<file path="src/rtl/rxb_pkg.sv">
// ----------------------------------------------------------------------------
// rxb_pkg
// shared constants, codes, types and ring address helper for the receive
// byte buffer with delimited reads
// ----------------------------------------------------------------------------
package rxb_pkg;

	// ring size and derived widths
	localparam int BUFFER_DEPTH = 64;
	localparam int AW           = (BUFFER_DEPTH > 1) ? $clog2(BUFFER_DEPTH) : 1;
	localparam int CNT_W        = $clog2(BUFFER_DEPTH + 1);

	// action codes
	localparam logic [2:0] ACT_APPEND   = 3'd0;
	localparam logic [2:0] ACT_READ_CNT = 3'd1;
	localparam logic [2:0] ACT_READ_TRM = 3'd2;
	localparam logic [2:0] ACT_READ_ALL = 3'd3;
	localparam logic [2:0] ACT_FLUSH    = 3'd4;

	typedef enum logic [1:0] {
		ST_IDLE,
		ST_SCAN,
		ST_EMIT
	} fsm_state_t;

	// memory access from the sequencer
	typedef struct packed {
		logic          we;
		logic [AW-1:0] waddr;
		logic [7:0]    wdata;
		logic [AW-1:0] raddr;
	} mem_req_t;

	// result fields that travel alongside the memory read
	typedef struct packed {
		logic       valid;
		logic       byte_valid;
		logic       last;
		logic [6:0] count;
		logic       found;
		logic       now_empty;
		logic       overflowed;
	} res_t;

	// base + offset modulo the ring size, base below depth, offset at most depth
	function automatic logic [AW-1:0] ring_add(input logic [AW-1:0] base,
		input logic [CNT_W-1:0] off);
		logic [CNT_W:0] sum;
		sum = (CNT_W+1)'(base) + (CNT_W+1)'(off);
		if (sum >= (CNT_W+1)'(BUFFER_DEPTH)) begin
			sum = sum - (CNT_W+1)'(BUFFER_DEPTH);
		end
		return sum[AW-1:0];
	endfunction

endpackage

</file>
<file path="src/rtl/rxb_ram.sv">
// ----------------------------------------------------------------------------
// rxb_ram
// byte ring storage, one write and one registered read port
// ----------------------------------------------------------------------------
module rxb_ram
	import rxb_pkg::*;
(
	input  logic          clk,
	input  logic          we,
	input  logic [AW-1:0] waddr,
	input  logic [7:0]    wdata,
	input  logic [AW-1:0] raddr,
	output logic [7:0]    rdata
);

	logic [7:0] mem [BUFFER_DEPTH];

	always_ff @(posedge clk) begin
		if (we) begin
			mem[waddr] <= wdata;
		end
	end

	always_ff @(posedge clk) begin
		rdata <= mem[raddr];
	end

endmodule

</file>
<file path="src/rtl/rxb_ctrl.sv">
// ----------------------------------------------------------------------------
// rxb_ctrl
// ring pointers, overflow flag and read sequencer (scan and emit passes)
// ----------------------------------------------------------------------------
module rxb_ctrl
	import rxb_pkg::*;
(
	input  logic       clk,
	input  logic       arst_n,
	input  logic       start,
	input  logic [2:0] action,
	input  logic [7:0] data_byte,
	input  logic [6:0] read_count,
	input  logic [7:0] terminator,
	input  logic [7:0] rdata,
	output logic       busy,
	output mem_req_t   mem_req,
	output res_t       res_s1
);

	fsm_state_t       state_q, state_d;
	logic [AW-1:0]    rp_q;
	logic [CNT_W-1:0] uc_q;
	logic             ovf_q;
	logic [7:0]       term_q;
	logic [CNT_W-1:0] n_q;
	logic             found_q;
	logic [CNT_W-1:0] idx_q;
	logic             sv_s1;
	logic [CNT_W-1:0] sidx_s1;

	logic             accept;
	logic             is_read;
	logic [6:0]       uc_ext;
	logic [CNT_W-1:0] n_cnt;
	logic             scan_hit;
	logic             term_match;
	logic             emit_last;

	assign accept     = start && !busy;
	assign is_read    = (action == ACT_READ_CNT) || (action == ACT_READ_TRM)
		|| (action == ACT_READ_ALL);
	assign uc_ext     = 7'(uc_q);
	assign n_cnt      = (read_count < uc_ext) ? CNT_W'(read_count) : uc_q;
	assign term_match = (rdata == term_q);
	assign scan_hit   = (state_q == ST_SCAN) && sv_s1
		&& (term_match || (sidx_s1 + 1'b1 == uc_q));
	assign emit_last  = (state_q == ST_EMIT) && ((n_q == '0) || (idx_q + 1'b1 == n_q));

	// next state
	always_comb begin
		state_d = state_q;
		unique case (state_q)
			ST_IDLE: begin
				if (accept && is_read) begin
					if (action == ACT_READ_TRM && uc_q != '0) begin
						state_d = ST_SCAN;
					end else begin
						state_d = ST_EMIT;
					end
				end
			end
			ST_SCAN: begin
				if (scan_hit) begin
					state_d = ST_EMIT;
				end
			end
			ST_EMIT: begin
				if (emit_last) begin
					state_d = ST_IDLE;
				end
			end
			default: state_d = ST_IDLE;
		endcase
	end

	// outputs
	always_comb begin
		busy          = (state_q != ST_IDLE);
		mem_req.we    = (state_q == ST_IDLE) && accept && (action == ACT_APPEND)
			&& (uc_q != CNT_W'(BUFFER_DEPTH));
		mem_req.waddr = ring_add(rp_q, uc_q);
		mem_req.wdata = data_byte;
		mem_req.raddr = ring_add(rp_q, idx_q);
	end

	always_ff @(posedge clk or negedge arst_n) begin
		if (!arst_n) begin
			state_q <= ST_IDLE;
			rp_q    <= '0;
			uc_q    <= '0;
			ovf_q   <= 1'b0;
			term_q  <= '0;
			n_q     <= '0;
			found_q <= 1'b0;
			idx_q   <= '0;
			sv_s1   <= 1'b0;
			sidx_s1 <= '0;
		end else begin
			state_q <= state_d;
			sv_s1   <= (state_q == ST_SCAN);
			sidx_s1 <= idx_q;
			unique case (state_q)
				ST_IDLE: begin
					idx_q <= '0;
					if (accept) begin
						case (action)
							ACT_APPEND: begin
								if (uc_q == CNT_W'(BUFFER_DEPTH)) begin
									ovf_q <= 1'b1;
								end else begin
									uc_q <= uc_q + 1'b1;
								end
							end
							ACT_FLUSH: begin
								rp_q  <= '0;
								uc_q  <= '0;
								ovf_q <= 1'b0;
							end
							ACT_READ_CNT: begin
								n_q     <= n_cnt;
								found_q <= 1'b0;
							end
							ACT_READ_TRM: begin
								term_q  <= terminator;
								n_q     <= '0;
								found_q <= 1'b0;
							end
							ACT_READ_ALL: begin
								n_q     <= uc_q;
								found_q <= (uc_q != '0);
							end
							default: ;
						endcase
					end
				end
				ST_SCAN: begin
					if (scan_hit) begin
						n_q     <= sidx_s1 + 1'b1;
						found_q <= term_match;
						idx_q   <= '0;
					end else begin
						idx_q <= idx_q + 1'b1;
					end
				end
				ST_EMIT: begin
					idx_q <= idx_q + 1'b1;
					if (emit_last) begin
						rp_q <= (uc_q == n_q) ? '0 : ring_add(rp_q, n_q);
						uc_q <= uc_q - n_q;
					end
				end
				default: ;
			endcase
		end
	end

	// result fields for the address issued this cycle
	always_ff @(posedge clk or negedge arst_n) begin
		if (!arst_n) begin
			res_s1 <= '0;
		end else begin
			res_s1.valid      <= (state_q == ST_EMIT);
			res_s1.byte_valid <= (n_q != '0);
			res_s1.last       <= emit_last;
			res_s1.count      <= emit_last ? 7'(n_q) : 7'd0;
			res_s1.found      <= emit_last && found_q;
			res_s1.now_empty  <= (uc_q == n_q);
			res_s1.overflowed <= ovf_q;
		end
	end

endmodule

</file>
<file path="src/rtl/serial_rx_buffer_delimited_read.sv">
// ----------------------------------------------------------------------------
// serial_rx_buffer_delimited_read
// receive byte ring with append, counted, terminated and full reads, flush
// ----------------------------------------------------------------------------
// append and flush emit nothing; busy stays low
// a counted read or read all keeps busy high through its emit pass
// a terminated read first scans up to the terminator, or over all unread
// bytes if none is found, no scan on an empty ring, then emits like a counted read
// results pass the result register and the output register, one per cycle
// the receiver cannot stall: each result shows for one cycle on strobe
// reset clears pointers, count and overflow at once; byte storage is not cleared
module serial_rx_buffer_delimited_read
	import rxb_pkg::*;
(
	input  logic       clk,
	input  logic       arst_n,
	input  logic       start,
	output logic       busy,
	input  logic [2:0] action,
	input  logic [7:0] data_byte,
	input  logic [6:0] read_count,
	input  logic [7:0] terminator,
	output logic       strobe,
	output logic [7:0] out_byte,
	output logic       byte_valid,
	output logic       last,
	output logic [6:0] out_count,
	output logic       found,
	output logic       now_empty,
	output logic       overflowed
);

	mem_req_t   mem_req;
	res_t       res_s1;
	logic [7:0] rdata;

	// sequencer: pointers, overflow flag, scan and emit passes
	rxb_ctrl u_ctrl (
		.clk        (clk),
		.arst_n     (arst_n),
		.start      (start),
		.action     (action),
		.data_byte  (data_byte),
		.read_count (read_count),
		.terminator (terminator),
		.rdata      (rdata),
		.busy       (busy),
		.mem_req    (mem_req),
		.res_s1     (res_s1)
	);

	// ring storage, read data arrives in the cycle after the address
	rxb_ram u_ram (
		.clk   (clk),
		.we    (mem_req.we),
		.waddr (mem_req.waddr),
		.wdata (mem_req.wdata),
		.raddr (mem_req.raddr),
		.rdata (rdata)
	);

	// output register: read data joins its result fields here
	always_ff @(posedge clk or negedge arst_n) begin
		if (!arst_n) begin
			strobe <= 1'b0;
		end else begin
			strobe <= res_s1.valid;
		end
	end

	always_ff @(posedge clk) begin
		out_byte   <= res_s1.byte_valid ? rdata : 8'd0;
		byte_valid <= res_s1.byte_valid;
		last       <= res_s1.last;
		out_count  <= res_s1.count;
		found      <= res_s1.found;
		now_empty  <= res_s1.now_empty;
		overflowed <= res_s1.overflowed;
	end

	// storage is only written by an append taken while idle
	a_write_idle: assert property (@(posedge clk) disable iff (!arst_n)
		mem_req.we |-> !busy)
		else $error("ring write while a read is in progress");

	// an empty result closes its read with nothing to report
	a_empty_result: assert property (@(posedge clk) disable iff (!arst_n)
		(strobe && !byte_valid) |-> (last && out_count == 7'd0 && !found))
		else $error("empty result with bad fields");

	// every read ends with a last result in the cycle after busy drops
	a_last_after_busy: assert property (@(posedge clk) disable iff (!arst_n)
		$fell(busy) |=> (strobe && last))
		else $error("read finished without a last result");

	// results before the last carry bytes and no count
	a_mid_result: assert property (@(posedge clk) disable iff (!arst_n)
		(strobe && !last) |-> (byte_valid && out_count == 7'd0 && !found))
		else $error("intermediate result with bad fields");

endmodule

</file>
<file path="config.mk">
export PLATFORM = sky130hd
export DESIGN_NAME = serial_rx_buffer_delimited_read
export DESIGN_NICKNAME = d
export VERILOG_FILES = /design/src/rtl/rxb_pkg.sv /design/src/rtl/rxb_ram.sv /design/src/rtl/rxb_ctrl.sv /design/src/rtl/serial_rx_buffer_delimited_read.sv
export SDC_FILE = /design/constraint.sdc
export NUM_CORES = 1
export LEC_CHECK = 0
export ABC_AREA = 0
export BUFFER_PORTS_ARGS = -buffer_cell sky130_fd_sc_hd__buf_2
export CAP_MARGIN = 5
export CELL_PAD_IN_SITES_DETAIL_PLACEMENT = 1
export CELL_PAD_IN_SITES_GLOBAL_PLACEMENT = 1
export CORE_MARGIN = 2
export CORE_UTILIZATION = 59
export DETAILED_ROUTE_END_ITERATION = 10
export PLACE_DENSITY = 0.91
export SLEW_MARGIN = 20
export SYNTH_ARGS = -nofsm -noshare
export SYNTH_HDL_FRONTEND = slang
export SYNTH_HIERARCHICAL = 1
export SYNTH_SLANG_ARGS = --single-unit
</file>
<file path="constraint.sdc">
create_clock -name clk -period 4.8 [get_ports clk]
set_input_delay 0.48 -clock clk [delete_from_list [all_inputs] [get_ports clk]]
set_output_delay 0.48 -clock clk [all_outputs]
set_load 0.005 [all_outputs]
</file>
==> results.md <==
- Outcome: finished clean
- Ports: 51
- Antenna cells: 0
- Top cell type's share of synthesized area: 0.6176
- Place WS: 0.5832 ns
- Inst Count DP: 1950
- Slowest stage cell, crit path: nor2_1
- Via count: 14550
- Seq cells post-synth: 601
- Overall power: 17.94 mW
- Post-Syn Instances: 1405
- Final net count: 1541
- Port Buffers: 50
- Crit path from: u_ctrl/rp_q[0]
- Detail Placement HPWL: 42880 um
- Post-route cell area: 27940 um2
- CORE AREA: 41760 um2
- Setup TNS: 0 ns
- # fillers: 3440
- Highest Clock Rate: 214.0 MHz
- Final Setup Violations: 0
- Final antenna-violating net count: 0
- Worst setup endpoint: u_ram/mem[47][3]
- DR DRC count: 0
- Cell Area, Synth: 24900 um2
- # rows: 75
- First-pass GRT wire length: 108700 um
- Finished Layout Cells: 2063
- R2R setup slack: 0.13 ns
- Startpoint types: flip-flop
- Placer Congestion: 0.8860
- Crit share post-route: 0.9735
- Clock Tree Buf Depth: 3
- Primary FF master, synth: edfxtp_1
- Wire per inst: 35.67 um
- Final Core Density: 0.6691
- Max Clock Skew: 0.02683 ns
- Register area share after synthesis: 0.7014
- Max Transition Viols Final: 0
- Crit Path Category: flip-flop to flip-flop
- Die Y: 209.4 um
- Syn Nets: 1473
- Final hold viol count: 0
- Num CTS Buffers: 59
- Clock Sinks: 601
- Asr flop ratio synth: 0.1015
- End of the worst register-to-register path: u_ram/mem[47][3]
- Initial antenna violation count: 3
- Largest net degree at the start of global routing: 80
- Reg clk slew, reported paths: 0.07 ns
- Total GRT Usage: 0.3488
- Yosys top cell by area: edfxtp_1
- Post-cts resize count: 0
- Worst Path Required: 5.05 ns
- R2r worst-path depth: 6
- CP peak stage delay: 1.16 ns
- GRT overflow: 0
- Worst-case hold slack: 0.07683 ns
- Vias in the first global route: 15360
- Post-CTS setup buffers: 0
- Worst setup margin: 0.1270 ns
- DRT Wirelength: 73590 um
- Hold path start: terminator[0]
- FF-to-FF Start: u_ctrl/rp_q[0]
- H-tree depth: 2
- Layout area overhead: 12.23%
- Power per standard cell area: 642.1 nW/um2
- Worst-margin pin slew: 1.179 ns
- Initial Util: 0.5962
- Initial DRT Pass Iterations: 5
- Number of synthesized flops with an enable pin: 512
- Yosys warns: 6
- Tmin final: 4.673 ns
- Root Driver: clkbuf_16
- CP endpoint kind: flip-flop
- Peak supply drop: 0.3469 mV
- 1st-iter DRT viols: 2326
- Synth area leaders: edfxtp_1 (62%), mux4_2 (11%), dfrtp_1 (6.1%)
- Clk_lat worst skew: 0.64 ns
- Leak pwr: 9.380 nW
- Share of layout cells above drive strength 1: 0.2297
- Unique masters post-synth: 73
- Dpl cell area: 25710 um2
- RSZ-0062 raised after global routing: false
- TritonCTS clock tree: done
- Crit path DAT: 4.92 ns
- Worst path cell trace: ha_1, inv_1, fa_1, xnor2_1, nand4_1, nor2_1
- Die Wd: 209.4 um
- CP Max Fanout: 10
- HP Class: primary input to flip-flop
- Rel. slew slack: 0.2086
- Syn Area/Cell: 17.72 um2
- Max-capacitance violation count: 0
- Vias/cell: 7.054
- Die area: 43850 um2
[sequential cells by signal, indices dropped and copies added (netlist names)]
signal	flops
u_ram/mem	512
last	1
strobe	1
byte_valid	1
u_ctrl/rp_q	6
u_ctrl/n_q	7
u_ctrl/state_q	2
now_empty	1
u_ram/rdata	8
found	1
out_byte	8
u_ctrl/ovf_q	1
u_ctrl/found_q	1
u_ctrl/term_q	8
overflowed	1
u_ctrl/res_s1	13
u_ctrl/uc_ext	7
u_ctrl/idx_q	7
u_ctrl/sidx_s1	7
u_ctrl/sv_s1	1
out_count	7
[cell usage in the layout (no fill, tap or decap), types with 25 or more instances in the layout]
cell / n
edfxtp_1: 512
mux4_2: 126
nor2_1: 105
dfrtp_1: 61
clkbuf_16: 60
nand2_1: 50
buf_2: 48
ha_1: 34
inv_1: 31
dfxtp_1: 28
xnor2_1: 28
mux2i_1: 28
a21oi_1: 26
buf_4: 25
[what timing repair did]
item	in CTS	in global routing
endpoints found under the setup margin	0	0
hold buffers	1	0
hold endpoints to repair	4	0
[worst max-delay path, delay by kind of cell (launching register included)]
kind	cells	cell delay, ns
simple gates	2	2.09
fa+ha+maj	2	0.67
buf+inv	1	0.09
xor+xnor	1	0.93
flops	1	0.50
[report_power, final]
| group | internal [mW] | switching (mW) |
|---|---|---|
| Sequential | 5.92 | 0.351 |
| Combinational | 2.54 | 3.84 |
| Clock | 3.20 | 2.09 |
[how the worst min path moves through the flow]
stage / end / slack [ns] / cells after the start
after floorplan: strobe / 0.18 / 0
after global placement: u_ctrl/res_s1[8] / 0.30 / 1
after detailed placement: u_ctrl/res_s1[8] / 0.31 / 1
after CTS: u_ctrl/term_q[0] / 0.06 / 2
after global routing: u_ctrl/term_q[1] / 0.08 / 2
final: u_ctrl/term_q[0] / 0.08 / 2
[logic make-up (layout without fill, tap and decap cells)]
kind of cell / count (synthesis) / in the layout / share of synthesized area
AOI/OAI and AO/OA: 157 / 157 / 0.04533
xor gates and xnor gates: 48 / 48 / 0.01829
adders and majority gates: 39 / 39 / 0.02081
buffers and inverters: 104 / 223 / 0.02242
DFF: 601 / 601 / 0.7014
muxes: 183 / 183 / 0.1393
and+or+nand+nor: 273 / 273 / 0.05247
[metal layers]
| layer | part of all wire | GRT usage |
|---|---|---|
| met1 | 0.36 | 0.4609 |
| met2 | 0.48 | 0.5598 |
| met3 | 0.10 | 0.06898 |
| met4 | 0.060 | 0.1793 |
| met5 | 0.0010 | 0 |
[Yosys cell counts (14+ instances only)]
cell type  instances
nor2b_1           19
nand3_1           21
mux2_2            23
clkbuf_1          26
ha_1              35
mux4_2           126
edfxtp_1         512
xnor2_1           33
mux2i_1           28
buf_4             22
o21ai_0           23
dfrtp_1           61
and2_1            14
nor2_1           105
inv_1             32
nand2_1           50
a21oi_1           26
a21o_1            15
nor3_1            18
dfxtp_1           28
[area by class of cell]
cell class / count / area [um2] / area share
clock buffer: 62 / 1509 / 0.05401
timing repair buffer: 79 / 538.0 / 0.01926
sequential: 601 / 17460 / 0.6250
clock inverter: 50 / 696.9 / 0.02494
tap: 539 / 674.4 / 0.02414
inverter: 32 / 122.6 / 0.004389
multi-input combinational: 700 / 6937 / 0.2483
Power figures use the tool's default switching activity.
